--- config.mk ---
export PLATFORM = sky130hd
export DESIGN_NAME = lcr_ctrl
export DESIGN_NICKNAME = d
export VERILOG_FILES = /design/src/lcr_pkg.sv /design/src/lcr_ctrl.sv
export VERILOG_INCLUDE_DIRS = /design/src /design/src/src
export SDC_FILE = /design/constraint.sdc
export NUM_CORES = 1
export LEC_CHECK = 0
export ABC_AREA = 0
export BUFFER_PORTS_ARGS = -buffer_cell sky130_fd_sc_hd__buf_2
export CELL_PAD_IN_SITES_DETAIL_PLACEMENT = 0
export CELL_PAD_IN_SITES_GLOBAL_PLACEMENT = 1
export CORE_ASPECT_RATIO = 0.75
export CORE_MARGIN = 1
export CORE_UTILIZATION = 35
export CTS_CLUSTER_SIZE = 10
export DETAILED_ROUTE_END_ITERATION = 7
export GPL_ROUTABILITY_DRIVEN = 0
export PLACE_DENSITY = 0.81
export SYNTH_ARGS = -nofsm -noshare
export SYNTH_HDL_FRONTEND = slang
export SYNTH_SLANG_ARGS = --single-unit
--- constraint.sdc ---
create_clock -name clock -period 3.36 [get_ports clock]
set_input_delay 0.336 -clock clock [delete_from_list [all_inputs] [get_ports clock]]
set_output_delay 0.336 -clock clock [all_outputs]
set_load 0.03 [all_outputs]
--- src/line_chart_rasterizer_macros.svh ---
// Assertion helpers for the rasterizer. Each expects signals named clock and reset.
`ifndef LINE_CHART_RASTERIZER_MACROS_SVH
`define LINE_CHART_RASTERIZER_MACROS_SVH

// The consequent holds in the same cycle as the antecedent.
`define LCR_ASSERT_SAME(label, ante, cons) \
   label: assert property (@(posedge clock) disable iff (reset) (ante) |-> (cons)) \
      else $error("rasterizer check failed");

// The consequent holds in the cycle after the antecedent.
`define LCR_ASSERT_NEXT(label, ante, cons) \
   label: assert property (@(posedge clock) disable iff (reset) (ante) |=> (cons)) \
      else $error("rasterizer check failed");

`endif

--- src/lcr_pkg.sv ---
package lcr_pkg;

   localparam int DEF_CANVAS_WIDTH  = 188;
   localparam int DEF_CANVAS_HEIGHT = 86;
   localparam int DEF_MAX_SAMPLES   = 256;
   localparam int DEF_LINE_WIDTH    = 3;

   localparam int PAD_X      = 2;
   localparam int PAD_Y      = 6;
   localparam int FLAT_WIDEN = 5;
   localparam int DOT_STEP   = 6;

   localparam int PRICE_W = 16;
   localparam int COL_W   = 8;
   localparam int ROW_W   = 7;

   localparam logic MODE_LOAD = 1'b0;
   localparam logic MODE_READ = 1'b1;

   typedef enum logic [4:0] {
      ST_INIT,
      ST_IDLE,
      ST_READ,
      ST_CLEAR,
      ST_MM_ADDR,
      ST_MM_CMP,
      ST_MM_FIN,
      ST_ROW_ADDR,
      ST_ROW_MUL,
      ST_ROW_DIV,
      ST_ROW_WAIT,
      ST_COL_MUL,
      ST_COL_DIV,
      ST_COL_WAIT,
      ST_FIRST,
      ST_DOTS,
      ST_SETUP,
      ST_PLOT,
      ST_STEP,
      ST_DONE
   } state_type;

   typedef struct packed {
      logic load_wr;
      logic rd_pixel;
      logic rsp_pixel;
      logic rsp_render;
      logic empty_set;
      logic empty_clr;
      logic clr_step;
      logic idx_clr;
      logic idx_inc;
      logic mm_cmp;
      logic mm_fin;
      logic row_mul;
      logic col_mul;
      logic div_start;
      logic row_take;
      logic col_take;
      logic first_take;
      logic dot_step;
      logic seg_setup;
      logic seg_plot;
      logic seg_step;
      logic count_clr;
   } cmd_type;

   typedef struct packed {
      logic count_lt2;
      logic clr_last;
      logic idx_zero;
      logic idx_last;
      logic div_busy;
      logic dot_last;
      logic k_last;
      logic at_end;
   } status_type;

endpackage

--- src/lcr_ctrl.sv ---
`include "line_chart_rasterizer_macros.svh"

module lcr_ctrl (
   input  logic                clock,
   input  logic                reset,
   input  logic                req_valid,
   input  logic                req_mode,
   input  logic                req_last_sample,
   output logic                req_ready,
   output logic                rsp_valid,
   input  logic                rsp_ready,
   output lcr_pkg::cmd_type    cmd,
   input  lcr_pkg::status_type status
);

   lcr_pkg::state_type state_ff, state_in;
   logic rsp_valid_ff;
   logic accept;

   assign req_ready = (state_ff == lcr_pkg::ST_IDLE) && !rsp_valid_ff;
   assign accept    = req_valid && req_ready;
   assign rsp_valid = rsp_valid_ff;

   always_ff @(posedge clock) begin
      if (reset) begin
         state_ff     <= lcr_pkg::ST_INIT;
         rsp_valid_ff <= 1'b0;
      end else begin
         state_ff <= state_in;
         if (cmd.rsp_pixel || cmd.rsp_render) begin
            rsp_valid_ff <= 1'b1;
         end else if (rsp_ready) begin
            rsp_valid_ff <= 1'b0;
         end
      end
   end

   always_comb begin
      state_in = state_ff;
      case (state_ff)
         lcr_pkg::ST_INIT: begin
            if (status.clr_last) begin
               state_in = lcr_pkg::ST_IDLE;
            end
         end
         lcr_pkg::ST_IDLE: begin
            if (accept) begin
               if (req_mode == lcr_pkg::MODE_READ) begin
                  state_in = lcr_pkg::ST_READ;
               end else if (req_last_sample) begin
                  state_in = lcr_pkg::ST_CLEAR;
               end
            end
         end
         lcr_pkg::ST_READ: state_in = lcr_pkg::ST_IDLE;
         lcr_pkg::ST_CLEAR: begin
            if (status.clr_last) begin
               state_in = status.count_lt2 ? lcr_pkg::ST_DONE : lcr_pkg::ST_MM_ADDR;
            end
         end
         lcr_pkg::ST_MM_ADDR: state_in = lcr_pkg::ST_MM_CMP;
         lcr_pkg::ST_MM_CMP: begin
            state_in = status.idx_last ? lcr_pkg::ST_MM_FIN : lcr_pkg::ST_MM_ADDR;
         end
         lcr_pkg::ST_MM_FIN: state_in = lcr_pkg::ST_ROW_ADDR;
         lcr_pkg::ST_ROW_ADDR: state_in = lcr_pkg::ST_ROW_MUL;
         lcr_pkg::ST_ROW_MUL: state_in = lcr_pkg::ST_ROW_DIV;
         lcr_pkg::ST_ROW_DIV: state_in = lcr_pkg::ST_ROW_WAIT;
         lcr_pkg::ST_ROW_WAIT: begin
            if (!status.div_busy) begin
               state_in = lcr_pkg::ST_COL_MUL;
            end
         end
         lcr_pkg::ST_COL_MUL: state_in = lcr_pkg::ST_COL_DIV;
         lcr_pkg::ST_COL_DIV: state_in = lcr_pkg::ST_COL_WAIT;
         lcr_pkg::ST_COL_WAIT: begin
            if (!status.div_busy) begin
               state_in = status.idx_zero ? lcr_pkg::ST_FIRST : lcr_pkg::ST_SETUP;
            end
         end
         lcr_pkg::ST_FIRST: state_in = lcr_pkg::ST_DOTS;
         lcr_pkg::ST_DOTS: begin
            if (status.dot_last) begin
               state_in = lcr_pkg::ST_ROW_ADDR;
            end
         end
         lcr_pkg::ST_SETUP: state_in = lcr_pkg::ST_PLOT;
         lcr_pkg::ST_PLOT: begin
            if (status.k_last) begin
               state_in = lcr_pkg::ST_STEP;
            end
         end
         lcr_pkg::ST_STEP: begin
            if (!status.at_end) begin
               state_in = lcr_pkg::ST_PLOT;
            end else if (status.idx_last) begin
               state_in = lcr_pkg::ST_DONE;
            end else begin
               state_in = lcr_pkg::ST_ROW_ADDR;
            end
         end
         lcr_pkg::ST_DONE: state_in = lcr_pkg::ST_IDLE;
         default: state_in = lcr_pkg::ST_IDLE;
      endcase
   end

   always_comb begin
      cmd = '0;
      case (state_ff)
         lcr_pkg::ST_INIT: cmd.clr_step = 1'b1;
         lcr_pkg::ST_IDLE: begin
            if (accept) begin
               if (req_mode == lcr_pkg::MODE_READ) begin
                  cmd.rd_pixel = 1'b1;
               end else begin
                  cmd.load_wr = 1'b1;
               end
            end
         end
         lcr_pkg::ST_READ: cmd.rsp_pixel = 1'b1;
         lcr_pkg::ST_CLEAR: begin
            cmd.clr_step = 1'b1;
            if (status.clr_last) begin
               if (status.count_lt2) begin
                  cmd.empty_set = 1'b1;
               end else begin
                  cmd.empty_clr = 1'b1;
                  cmd.idx_clr   = 1'b1;
               end
            end
         end
         lcr_pkg::ST_MM_CMP: begin
            cmd.mm_cmp  = 1'b1;
            cmd.idx_inc = !status.idx_last;
         end
         lcr_pkg::ST_MM_FIN: begin
            cmd.mm_fin  = 1'b1;
            cmd.idx_clr = 1'b1;
         end
         lcr_pkg::ST_ROW_MUL: cmd.row_mul = 1'b1;
         lcr_pkg::ST_ROW_DIV: cmd.div_start = 1'b1;
         lcr_pkg::ST_ROW_WAIT: cmd.row_take = !status.div_busy;
         lcr_pkg::ST_COL_MUL: cmd.col_mul = 1'b1;
         lcr_pkg::ST_COL_DIV: cmd.div_start = 1'b1;
         lcr_pkg::ST_COL_WAIT: cmd.col_take = !status.div_busy;
         lcr_pkg::ST_FIRST: cmd.first_take = 1'b1;
         lcr_pkg::ST_DOTS: begin
            cmd.dot_step = 1'b1;
            cmd.idx_inc  = status.dot_last;
         end
         lcr_pkg::ST_SETUP: cmd.seg_setup = 1'b1;
         lcr_pkg::ST_PLOT: cmd.seg_plot = 1'b1;
         lcr_pkg::ST_STEP: begin
            if (!status.at_end) begin
               cmd.seg_step = 1'b1;
            end else if (!status.idx_last) begin
               cmd.idx_inc = 1'b1;
            end
         end
         lcr_pkg::ST_DONE: begin
            cmd.rsp_render = 1'b1;
            cmd.count_clr  = 1'b1;
         end
         default: cmd = '0;
      endcase
   end

   `LCR_ASSERT_SAME(a_rsp_source, $rose(rsp_valid_ff), $past(state_ff) == lcr_pkg::ST_READ || $past(state_ff) == lcr_pkg::ST_DONE)
   `LCR_ASSERT_SAME(a_div_free, cmd.div_start, !status.div_busy)
   `LCR_ASSERT_NEXT(a_render_starts, accept && req_mode == lcr_pkg::MODE_LOAD && req_last_sample, state_ff == lcr_pkg::ST_CLEAR)

endmodule

==> results.md, run 1 <==
- Run status: completed
- Root buf cell: clkbuf_4
- Worst Hold Class: in2reg
- Setup TNS: 0 ns
- Number of antenna violations at the first check in global routing: 0
- Area grow syn2layout: 18.5%
- Critical Path AT: between 2 and 2.5 ns
- Post-route minimum period: 2.61 ns
- Drt total wl: approximately 2700 um
- IO buf count: 37
- Die ar.: 0.00290 sq mm
- Finished Layout Cells: just under 200
- Die X: approximately 62 um
- Num Clock Sinks: 6
- Post-Synth XOR/XNOR Area: 3.72%
- Flop and latch count out of synthesis: 6
- RSZ-0062 raised after global routing: false
- Max IR drop VDD: about 0.16 mV
- Final hold violations: 0
- Adder-Cell Fraction of Synth Area: 0%
- Slew margin rel.: 37.0%
- Placed cell count: 191
- Maxcap violations: 0
- Number of global-route vias before repair: approximately 870
- Mapped Nets: ~150
- Fill count: 266
- Drt drc: 0
- Synthesized area per cell: ~7.1 sq um
- R2r startpoint: state_ff[2]$_SDFFE_PP0P_
- CP required: roughly 3.0 ns
- Vias: 1,090
- Layout cells sized above 1: 33.1%
- Worst-path fanout max: 26
- Post-CTS Setup Inserts: 0
- Gr usage total: between 10% and 20%
- Synth Area in Simple Gates: approximately half
- First-pass GRT wire length: slightly above 4000 um
- Gr ovfl total: 0
- CTS tree: built
- Complex-gate fraction of the synthesized area: between 20% and 30%
- Post-DP HPWL: 2020 um
- # IOs: 38
- Drt pass-1 iters: 4
- Buffer depth of the longest clock path: 2
- CP Launch Type: flip-flop
- Seq. cell area: around 120 sq um
- Synth Flop Type: dfxtp_1
- DRT antenna net count: 0
- Largest net degree at the start of global routing: 28
- Period utilization: between 70% and 80%
- Hold Startpoint: reset
- Netlist cell types: 53
- Pwr Density: roughly 240 mW/mm^2
- Clock Skews: 0.000921 ns
- H-tree Lvls: 1
- Worst-Skew Late Latency: approximately 0.24 ns
- Detailed Route Iter0 Violations: between 40 and 50
- Die height: roughly 47 um
- Share of the yosys chip area belonging to registers: around 13%
- Finished Core Util: a little under half
- Synthesis warning total: 0
- Max-slew violations: 0
- Cell Area, Placed: ~0.0011 sq mm
- R2R Setup Slk: 1.00 ns
- Largest family of logic cells by synthesized area: simple AND/OR/NAND/NOR gates
- Syn Inst Count: 133
- CP Capture Type: primary output
- R2R depth: 5
- Post-synth EDFFs: 0
- Worst R2R End: state_ff[1]$_SDFFE_PP0P_
- Tightest Pin Transition: roughly 0.94 ns
- LEAKAGE: ~0.51 nW
- Final nets: roughly 180
- Area share of the largest cell type after synthesis: about an eighth
- FFs w/ async S/R, synth: 0%
- Largest cells by area after synthesis: dfxtp_1 13%, nand2b_1 6.0%, nor2_1 5.2%, nand2_1 4.4%, a21oi_1 3.7%
- Initial Utilization: roughly two fifths
- Row count: 15
- CP Class: reg2out
- Area of the multi-input gates: ~730 sq um
- Cell accounting for the most synthesized area: dfxtp_1
- Setup violators final: 0
- Vias per cell: between 5 and 6
- Mux cell area share after synthesis: around 1.1%
- Final setup margin: 0.752 ns
- CTS Hold Bufs: 0
- CTS buffer count: 3
- Setup WS pre-CTS: 1.04 ns
- FMAX: between 300 and 400 MHz
- Diode count: 0
- Cell area after synthesis: 941 sq um
- Hold EP: state_ff[0]$_SDFFE_PP0P_
- Avg WL per Cell: between 10 and 15 um
- Hold Path Stages: 2
- Clk pin slew, worst setup/hold paths: 0.04 ns
- Core area: between 0.002 and 0.0025 sq mm
- Fin area: 0.00111 sq mm
- Cts repair resizes: 0
-- cell type report --
type,instances,share of cell area [%]
inverters,2,0.673
clock buffers,3,2.02
well taps,34,3.82
repair buffers,38,17.3
flip-flops and latches,6,10.8
multi-input cells,111,65.4
-- worst max-delay path by stage --
stage,slack [ns],from,end,cells past startpoint
final,0.75,state_ff[1]$_SDFFE_PP0P_,cmd[14],5
after detailed placement,1.04,state_ff[1]$_SDFFE_PP0P_,cmd[14],5
after CTS,0.77,state_ff[1]$_SDFFE_PP0P_,cmd[14],5
after floorplan,0.96,state_ff[2]$_SDFFE_PP0P_,cmd[14],5
after global placement,1.03,state_ff[2]$_SDFFE_PP0P_,state_ff[1]$_SDFFE_PP0P_,5
after global routing,0.57,state_ff[1]$_SDFFE_PP0P_,cmd[14],5
-- cells in the final DEF, fill, tap and decap left out, types with 4 or more instances in the layout --
| cell type | n |
|---|---|
| dfxtp_1 | 6 |
| a21oi_1 | 7 |
| buf_2 | 37 |
| nand3_1 | 4 |
| nand2b_1 | 9 |
| o21ai_0 | 5 |
| nor3_1 | 5 |
| nand2_1 | 11 |
| nor2_1 | 13 |
| nor4_1 | 4 |
-- synthesized netlist by cell type (2+ instances only) --
library cell and n:
nor2_1 13, nand2_1 11, nand2b_1 9, a21oi_1 7
buf_2 7, dfxtp_1 6, nor3_1 5, o21ai_0 5
nand3_1 4, nor4_1 4, a31oi_1 3, and3_1 3
nor2b_1 3, or3_1 3, buf_4 2, buf_6 2
clkbuf_1 2, inv_1 2, nand3b_1 2, nor3b_1 2
o21ai_2 2, or2_1 2, or4_1 2, xnor2_1 2
xor2_1 2
-- layer usage --
metal | global-route usage (%) | part of all wire (%) | vias to the layer above
met5 | 0 | 0 | -
met4 | 2.67 | 0 | 0
met3 | 2.75 | 6.2 | 0
met2 | 29.0 | 44 | 47
met1 | 29.8 | 50 | 501
li1 | - | - | 542
-- cells by family (layout without fill, tap and decap cells) --
group | count (synthesis) | in the layout
and+or+nand+nor | 76 | 76
DFF | 6 | 6
buffers and inverters | 16 | 43
AOI/OAI and AO/OA | 30 | 30
muxes | 1 | 1
xor gates and xnor gates | 4 | 4
-- flip-flops by register name, indices dropped and copies added (netlist names) --
name / count
state_ff: 5
rsp_valid: 1
-- stage by stage --
step                      hold slack [ns]  total power, W
after floorplan                     0.405        0.000178
after global placement              0.569        0.000207
after detailed placement            0.567        0.000209
after CTS                           0.371        0.000274
after global routing                0.381        0.000291
final                               0.367        0.000273
-- critical path: stages, from the launching register on --
cell and delay (ns):
dfxtp_1 0.94, nor2b_2 0.35, nand2b_1 0.12, nor3b_1 0.28, or2_1 0.16, buf_2 0.19
-- where the power goes --
| part | total [W] | internal, W | switching, W | leakage [nW] |
|---|---|---|---|---|
| logic | 0.000120 | 0.0000484 | 0.0000712 | 0.449 |
| clock network | 0.0000638 | 0.0000402 | 0.0000236 | 0.0138 |
| registers | 0.0000891 | 0.0000748 | 0.0000143 | 0.0487 |
(Power assumes the default switching activity.)
==> inputs of run 2 (changes only) <==
--- a/config.mk
+++ b/config.mk
@@ -6,17 +6,17 @@
 export SDC_FILE = /design/constraint.sdc
 export NUM_CORES = 1
 export LEC_CHECK = 0
-export ABC_AREA = 0
+export ABC_AREA = 1
 export BUFFER_PORTS_ARGS = -buffer_cell sky130_fd_sc_hd__buf_2
 export CELL_PAD_IN_SITES_DETAIL_PLACEMENT = 0
 export CELL_PAD_IN_SITES_GLOBAL_PLACEMENT = 1
 export CORE_ASPECT_RATIO = 0.75
 export CORE_MARGIN = 1
-export CORE_UTILIZATION = 35
+export CORE_UTILIZATION = 29
 export CTS_CLUSTER_SIZE = 10
 export DETAILED_ROUTE_END_ITERATION = 7
 export GPL_ROUTABILITY_DRIVEN = 0
-export PLACE_DENSITY = 0.81
+export PLACE_DENSITY = 0.75
 export SYNTH_ARGS = -nofsm -noshare
 export SYNTH_HDL_FRONTEND = slang
 export SYNTH_SLANG_ARGS = --single-unit
==> constraint.sdc (replaced) <==
create_clock -name clock -period 2.6 [get_ports clock]
set_input_delay 0.26 -clock clock [delete_from_list [all_inputs] [get_ports clock]]
set_output_delay 0.26 -clock clock [all_outputs]
set_load 0.03 [all_outputs]
==> results.md, run 2 <==
- Run status: completed
- P_int: ~0.00034 W
- FMAX: about 470 MHz
- Setup TNS: 0 ns
- Tightest Pin Transition: about 0.57 ns
- IO buf count: 37
- CTS Hold Bufs: 0
- Area grow syn2layout: 27.6%
- Final hold violations: 0
- Layout cells sized above 1: a little under a third
- Slew margin rel.: 61.8%
- Synth Flop Type: dfxtp_1
- Die X: between 60 and 70 um
- Buffer depth of the longest clock path: 2
- Placed cell count: between 200 and 250
- # IOs: 38
- Synthesized area per cell: roughly 5.2 sq um
- Period utilization: between 80% and 90%
- Gr ovfl total: 0
- Vias per cell: approximately 4.7
- Sw Ratio: a little over half
- RSZ-0062 raised after global routing: false
- Maxcap violations: 0
- Post-synth top cells: 37 x nor2_1, 33 x nand2_1, 27 x inv_1
- Final nets: 221
- Biggest register: state_ff
- Mapped Nets: 183
- CTS buffer count: 3
- Cell area after synthesis: 885 sq um
- CP Launch Type: flip-flop
- Row count: 16
- Total Power: approximately 0.00075 W
- Drt total wl: roughly 2800 um
- Post-synth EDFFs: 0
- Clk pin slew, worst setup/hold paths: 0.04 ns
- Pwr Density: around 660 mW/mm^2
- LEAKAGE: around 0.73 nW
- Combinational power share: approximately 62%
- Share of the yosys chip area belonging to registers: between 10% and 20%
- Most common cell in the netlist: nor2_1
- Cell accounting for the most synthesized area: nor2_1
- Finished Layout Cells: 241
- H-tree Lvls: 1
- Post-DP HPWL: about 2400 um
- CP Class: reg2out
- Drt pass-1 iters: 4
- Clock share of power: between 15 and 20%
- Worst-path fanout max: 14
- Most frequent cells in the layout: 37 x nor2_1, 37 x buf_2, 33 x nand2_1
- Vias: 1,139
- Largest net degree at the start of global routing: 15
- Worst-Skew Late Latency: 0.22 ns
- Number of global-route vias before repair: 976
- First-pass GRT wire length: between 4000 and 5000 um
- Post-route minimum period: 2.13 ns
- Largest cells by area after synthesis: nor2_1 16%, nand2_1 14%, dfxtp_1 14%, nand3_1 12%, inv_1 11%
- Flop and latch count out of synthesis: 6
- R2R Setup Slk: ~0.75 ns
- Share of power burned in registers: about 20%
- Cts repair resizes: 0
- Worst Hold Class: in2reg
- Diode count: 0
- Clock Skews: 0.00127 ns
- Gr usage total: 17.7%
- Detailed Route Iter0 Violations: a little under 60
- Max reg flops: 5
- Max-slew violations: 0
- Root buf cell: clkbuf_8
- DRT antenna net count: 0
- Setup violators final: 0
- Avg WL per Cell: 11.6 um
- Die ar.: 0.00328 sq mm
- Die height: approximately 50 um
- Netlist cell types: 21
- CP Capture Type: primary output
- FFs w/ async S/R, synth: 0%
- Net Switching: 0.000407 W
- Drt drc: 0
- Synthesis warning total: 0
- Core area: around 0.0027 sq mm
- CP required: ~2.3 ns
- Syn Inst Count: 169
- Initial Utilization: about a third
- Post-CTS Setup Inserts: 0
- Max IR drop VDD: just under 0.5 mV
- Number of antenna violations at the first check in global routing: 0
- Num Clock Sinks: 6
- Critical Path AT: between 1.5 and 2 ns
- CTS tree: built
- Area share of the largest cell type after synthesis: around 16%
## run 2: cell types whose count changed after synthesis, sizes merged, moves of 5 or more
cell | before | now
nor2b | 5 | 0
nand2 | 11 | 40
nor4 | 5 | 0
nand3 | 5 | 24
nor2 | 13 | 42
nand2b | 9 | 0
inv | 2 | 32
buf | 12 | 4
## run 2: final timing paths
| kind | cells after the start | startpoint | end |
|---|---|---|---|
| hold / removal | 2 | reset | state_ff[1]$_SDFFE_PP0P_ |
| setup reg to reg | 10 | state_ff[2]$_SDFFE_PP0P_ | state_ff[0]$_SDFFE_PP0P_ |
| hold reg to reg | 2 | state_ff[3]$_SDFFE_PP0P_ | state_ff[3]$_SDFFE_PP0P_ |
| setup / recovery | 6 | state_ff[2]$_SDFFE_PP0P_ | cmd[13] |
## run 2: cell type report
type,count,area [sq um]
clock buffers,3,41.3
repair buffers,37,185
fillers,316,1610
inverters,32,123
flip-flops and latches,6,120
multi-input cells,127,614
well taps,36,45.0
## run 2: power by group through the flow
stage / Combinational, W / Sequential (W) / Clock (W)
floorplan: 0.000354 / 0.000136 / 0
global placement: 0.000458 / 0.000149 / 0
detailed placement: 0.000455 / 0.000150 / 0
CTS: 0.000456 / 0.000148 / 0.000139
global route: 0.000512 / 0.000154 / 0.000148
finish: 0.000460 / 0.000149 / 0.000136
## run 2: kinds of logic after synthesis
logic type             synth area share [%]
AOI/OAI and AO/OA                      9.34
buffers and inverters                  17.0
DFF                                    13.6
and+or+nand+nor                        60.1
## run 2: worst max-delay path, stage by stage, from the launching register on
cell and delay [ns]:
dfxtp_1 0.38, nor2_2 0.50, nand2_1 0.22, inv_1 0.12
nand3_1 0.09, o211ai_1 0.11, buf_2 0.22
## run 2: stage by stage
stage	hold slack (ns)	area (sq um)	util, %	setup WS (ns)
2_1_floorplan	0.322	885	-	0.477
3_3_place_gp	0.484	1090	39.6	0.785
3_5_place_dp	0.490	1090	39.6	0.726
4_1_cts	0.262	1130	41.1	0.487
5_1_grt	0.269	1130	41.1	0.281
6_report	0.265	1130	41.1	0.471
## run 2: layer usage
layer	GRT usage (%)	wire, um	share of wire, %	up-vias
met5	0	0	0	-
met4	4.35	36	1.3	0
met3	3.47	199	7.1	4
met2	25.5	1160	42	42
met1	26.3	1390	50	494
li1	-	-	-	599
==> inputs of run 3 (changes only) <==
--- a/config.mk
+++ b/config.mk
@@ -6,17 +6,17 @@
 export SDC_FILE = /design/constraint.sdc
 export NUM_CORES = 1
 export LEC_CHECK = 0
-export ABC_AREA = 1
+export ABC_AREA = 0
 export BUFFER_PORTS_ARGS = -buffer_cell sky130_fd_sc_hd__buf_2
 export CELL_PAD_IN_SITES_DETAIL_PLACEMENT = 0
 export CELL_PAD_IN_SITES_GLOBAL_PLACEMENT = 1
 export CORE_ASPECT_RATIO = 0.75
 export CORE_MARGIN = 1
-export CORE_UTILIZATION = 29
+export CORE_UTILIZATION = 30
 export CTS_CLUSTER_SIZE = 10
 export DETAILED_ROUTE_END_ITERATION = 7
 export GPL_ROUTABILITY_DRIVEN = 0
-export PLACE_DENSITY = 0.75
+export PLACE_DENSITY = 0.73
 export SYNTH_ARGS = -nofsm -noshare
 export SYNTH_HDL_FRONTEND = slang
 export SYNTH_SLANG_ARGS = --single-unit
==> constraint.sdc (replaced) <==
create_clock -name clock -period 1.9 [get_ports clock]
set_input_delay 0.19 -clock clock [delete_from_list [all_inputs] [get_ports clock]]
set_output_delay 0.19 -clock clock [all_outputs]
set_load 0.03 [all_outputs]
==> results.md, run 3 (synthesized netlist as in run 1, its figures left out) <==
- Final hold violations: 0
- Vias per cell: 5.45
- FMAX: approximately 560 MHz
- RSZ-0062 raised after global routing: false
- Most frequent cells in the layout: 36 x buf_2, 18 x buf_4, 12 x nor2_1
- Drt pass-1 iters: 4
- Die X: approximately 67 um
- Number of global-route vias before repair: about 1.1k
- CP Launch Type: flip-flop
- Final nets: just under 200
- Finished Layout Cells: ~220
- Worst-Skew Late Latency: ~0.22 ns
- Finished Core Util: between 40% and 50%
- CTS tree: built
- Critical Path AT: around 1.6 ns
- Avg WL per Cell: 14.6 um
- Biggest register: state_ff
- DRT antenna net count: 0
- Clock Skews: 0.00461 ns
- Num Clock Sinks: 6
- # IOs: 38
- Tightest Pin Transition: approximately 0.45 ns
- Setup TNS: 0 ns
- Gr usage total: 20.2%
- Die ar.: around 0.0034 sq mm
- Max-slew violations: 0
- Post-DP HPWL: approximately 2500 um
- CTS buffer count: 3
- Row count: 17
- Detailed Route Iter0 Violations: 41
- Die height: between 50 and 60 um
- CTS Hold Bufs: 0
- Post-route minimum period: between 1.5 and 2 ns
- Buffer depth of the longest clock path: 2
- CP required: 1.71 ns
- LEAKAGE: slightly above 0.6 nW
- Max IR drop VDD: ~0.27 mV
- Post-CTS Setup Inserts: 0
- First-pass GRT wire length: 5240 um
- Largest net degree at the start of global routing: 19
- Maxcap violations: 0
- CP Class: reg2out
- Max reg flops: 5
- Period utilization: a little over nine tenths
- Drt total wl: approximately 3200 um
- Worst Hold Class: in2reg
- Pwr Density: 454 mW/mm^2
- Cts repair resizes: 2
- Most common cell after layout, fill and taps aside: buf_2
- CP Capture Type: primary output
- Layout cells sized above 1: a little under half
- H-tree Lvls: 1
- Area grow syn2layout: 41.9%
- Core area: between 0.002 and 0.003 sq mm
- Clk pin slew, worst setup/hold paths: 0.04 ns
- Diode count: 0
- Slew margin rel.: between 70% and 80%
- Gr ovfl total: 0
- Root buf cell: clkbuf_8
- Vias: 1,178
- Number of antenna violations at the first check in global routing: 0
- IO buf count: 37
- Initial Utilization: a little under a third
- Setup violators final: 0
- Run status: completed
- Worst-path fanout max: 16
- Drt drc: 0
- Placed cell count: roughly 210
## run 3: changes by cell type in the layout (fill, tap and decap cells not counted), sizes merged, moves of 4 or more
| cell | previous run | this run |
|---|---|---|
| nor4 | 0 | 5 |
| buf | 37 | 56 |
| nand2b | 0 | 9 |
| inv | 32 | 2 |
| or3 | 0 | 4 |
| nor2 | 42 | 13 |
| nand2 | 40 | 11 |
| nand3 | 24 | 5 |
| nor2b | 0 | 5 |
## run 3: final cells by class
cell class | count | area [sq um]
Fill cell | 320 | 1620
Multi-Input combinational cell | 111 | 773
Timing Repair Buffer | 56 | 338
Sequential cell | 6 | 128
Tap cell | 38 | 47.5
Clock buffer | 3 | 41.3
Inverter | 2 | 7.51
## run 3: worst max-delay path, stage by stage (launching register included)
cell	delay [ns]
dfxtp_1	0.36
buf_4	0.22
or3_4	0.42
nor3_1	0.17
buf_2	0.22
## run 3: final timing paths
check	start	to	slack, ns	cells after the start
worst min-delay path	reset	rsp_valid$_SDFFE_PP0P_	0.26	2
worst max register to register	state_ff[2]$_SDFFE_PP0P_	state_ff[0]$_SDFFE_PP0P_	0.19	6
worst min register to register	rsp_valid$_SDFFE_PP0P_	rsp_valid$_SDFFE_PP0P_	0.61	2
worst max-delay path	state_ff[3]$_SDFFE_PP0P_	cmd[1]	0.10	4
## run 3: where the power goes
part / internal, W / switching [W]
Sequential: 0.000133 / 0.00000966
Clock: 0.000136 / 0.0000522
Combinational: 0.000118 / 0.000157
Total: 0.000387 / 0.000219
## run 3: metal layers
layer  global-route usage (%)  wire length, um
met1                     28.4             1400
met2                     32.7             1440
met3                     3.86              277
met4                     2.13               34
met5                        0                0
## run 3: stage by stage
| step | area [sq um] | hold slack (ns) | power [W] | setup slack [ns] |
|---|---|---|---|---|
| after floorplan | 980 | 0.259 | 0.000323 | -0.105 |
| after global placement | 1270 | 0.472 | 0.000408 | 0.112 |
| after detailed placement | 1270 | 0.484 | 0.000411 | 0.0839 |
| after CTS | 1320 | 0.246 | 0.000604 | 0.00973 |
| after global routing | 1340 | 0.264 | 0.000648 | 0.0252 |
| final | 1340 | 0.256 | 0.000606 | 0.102 |
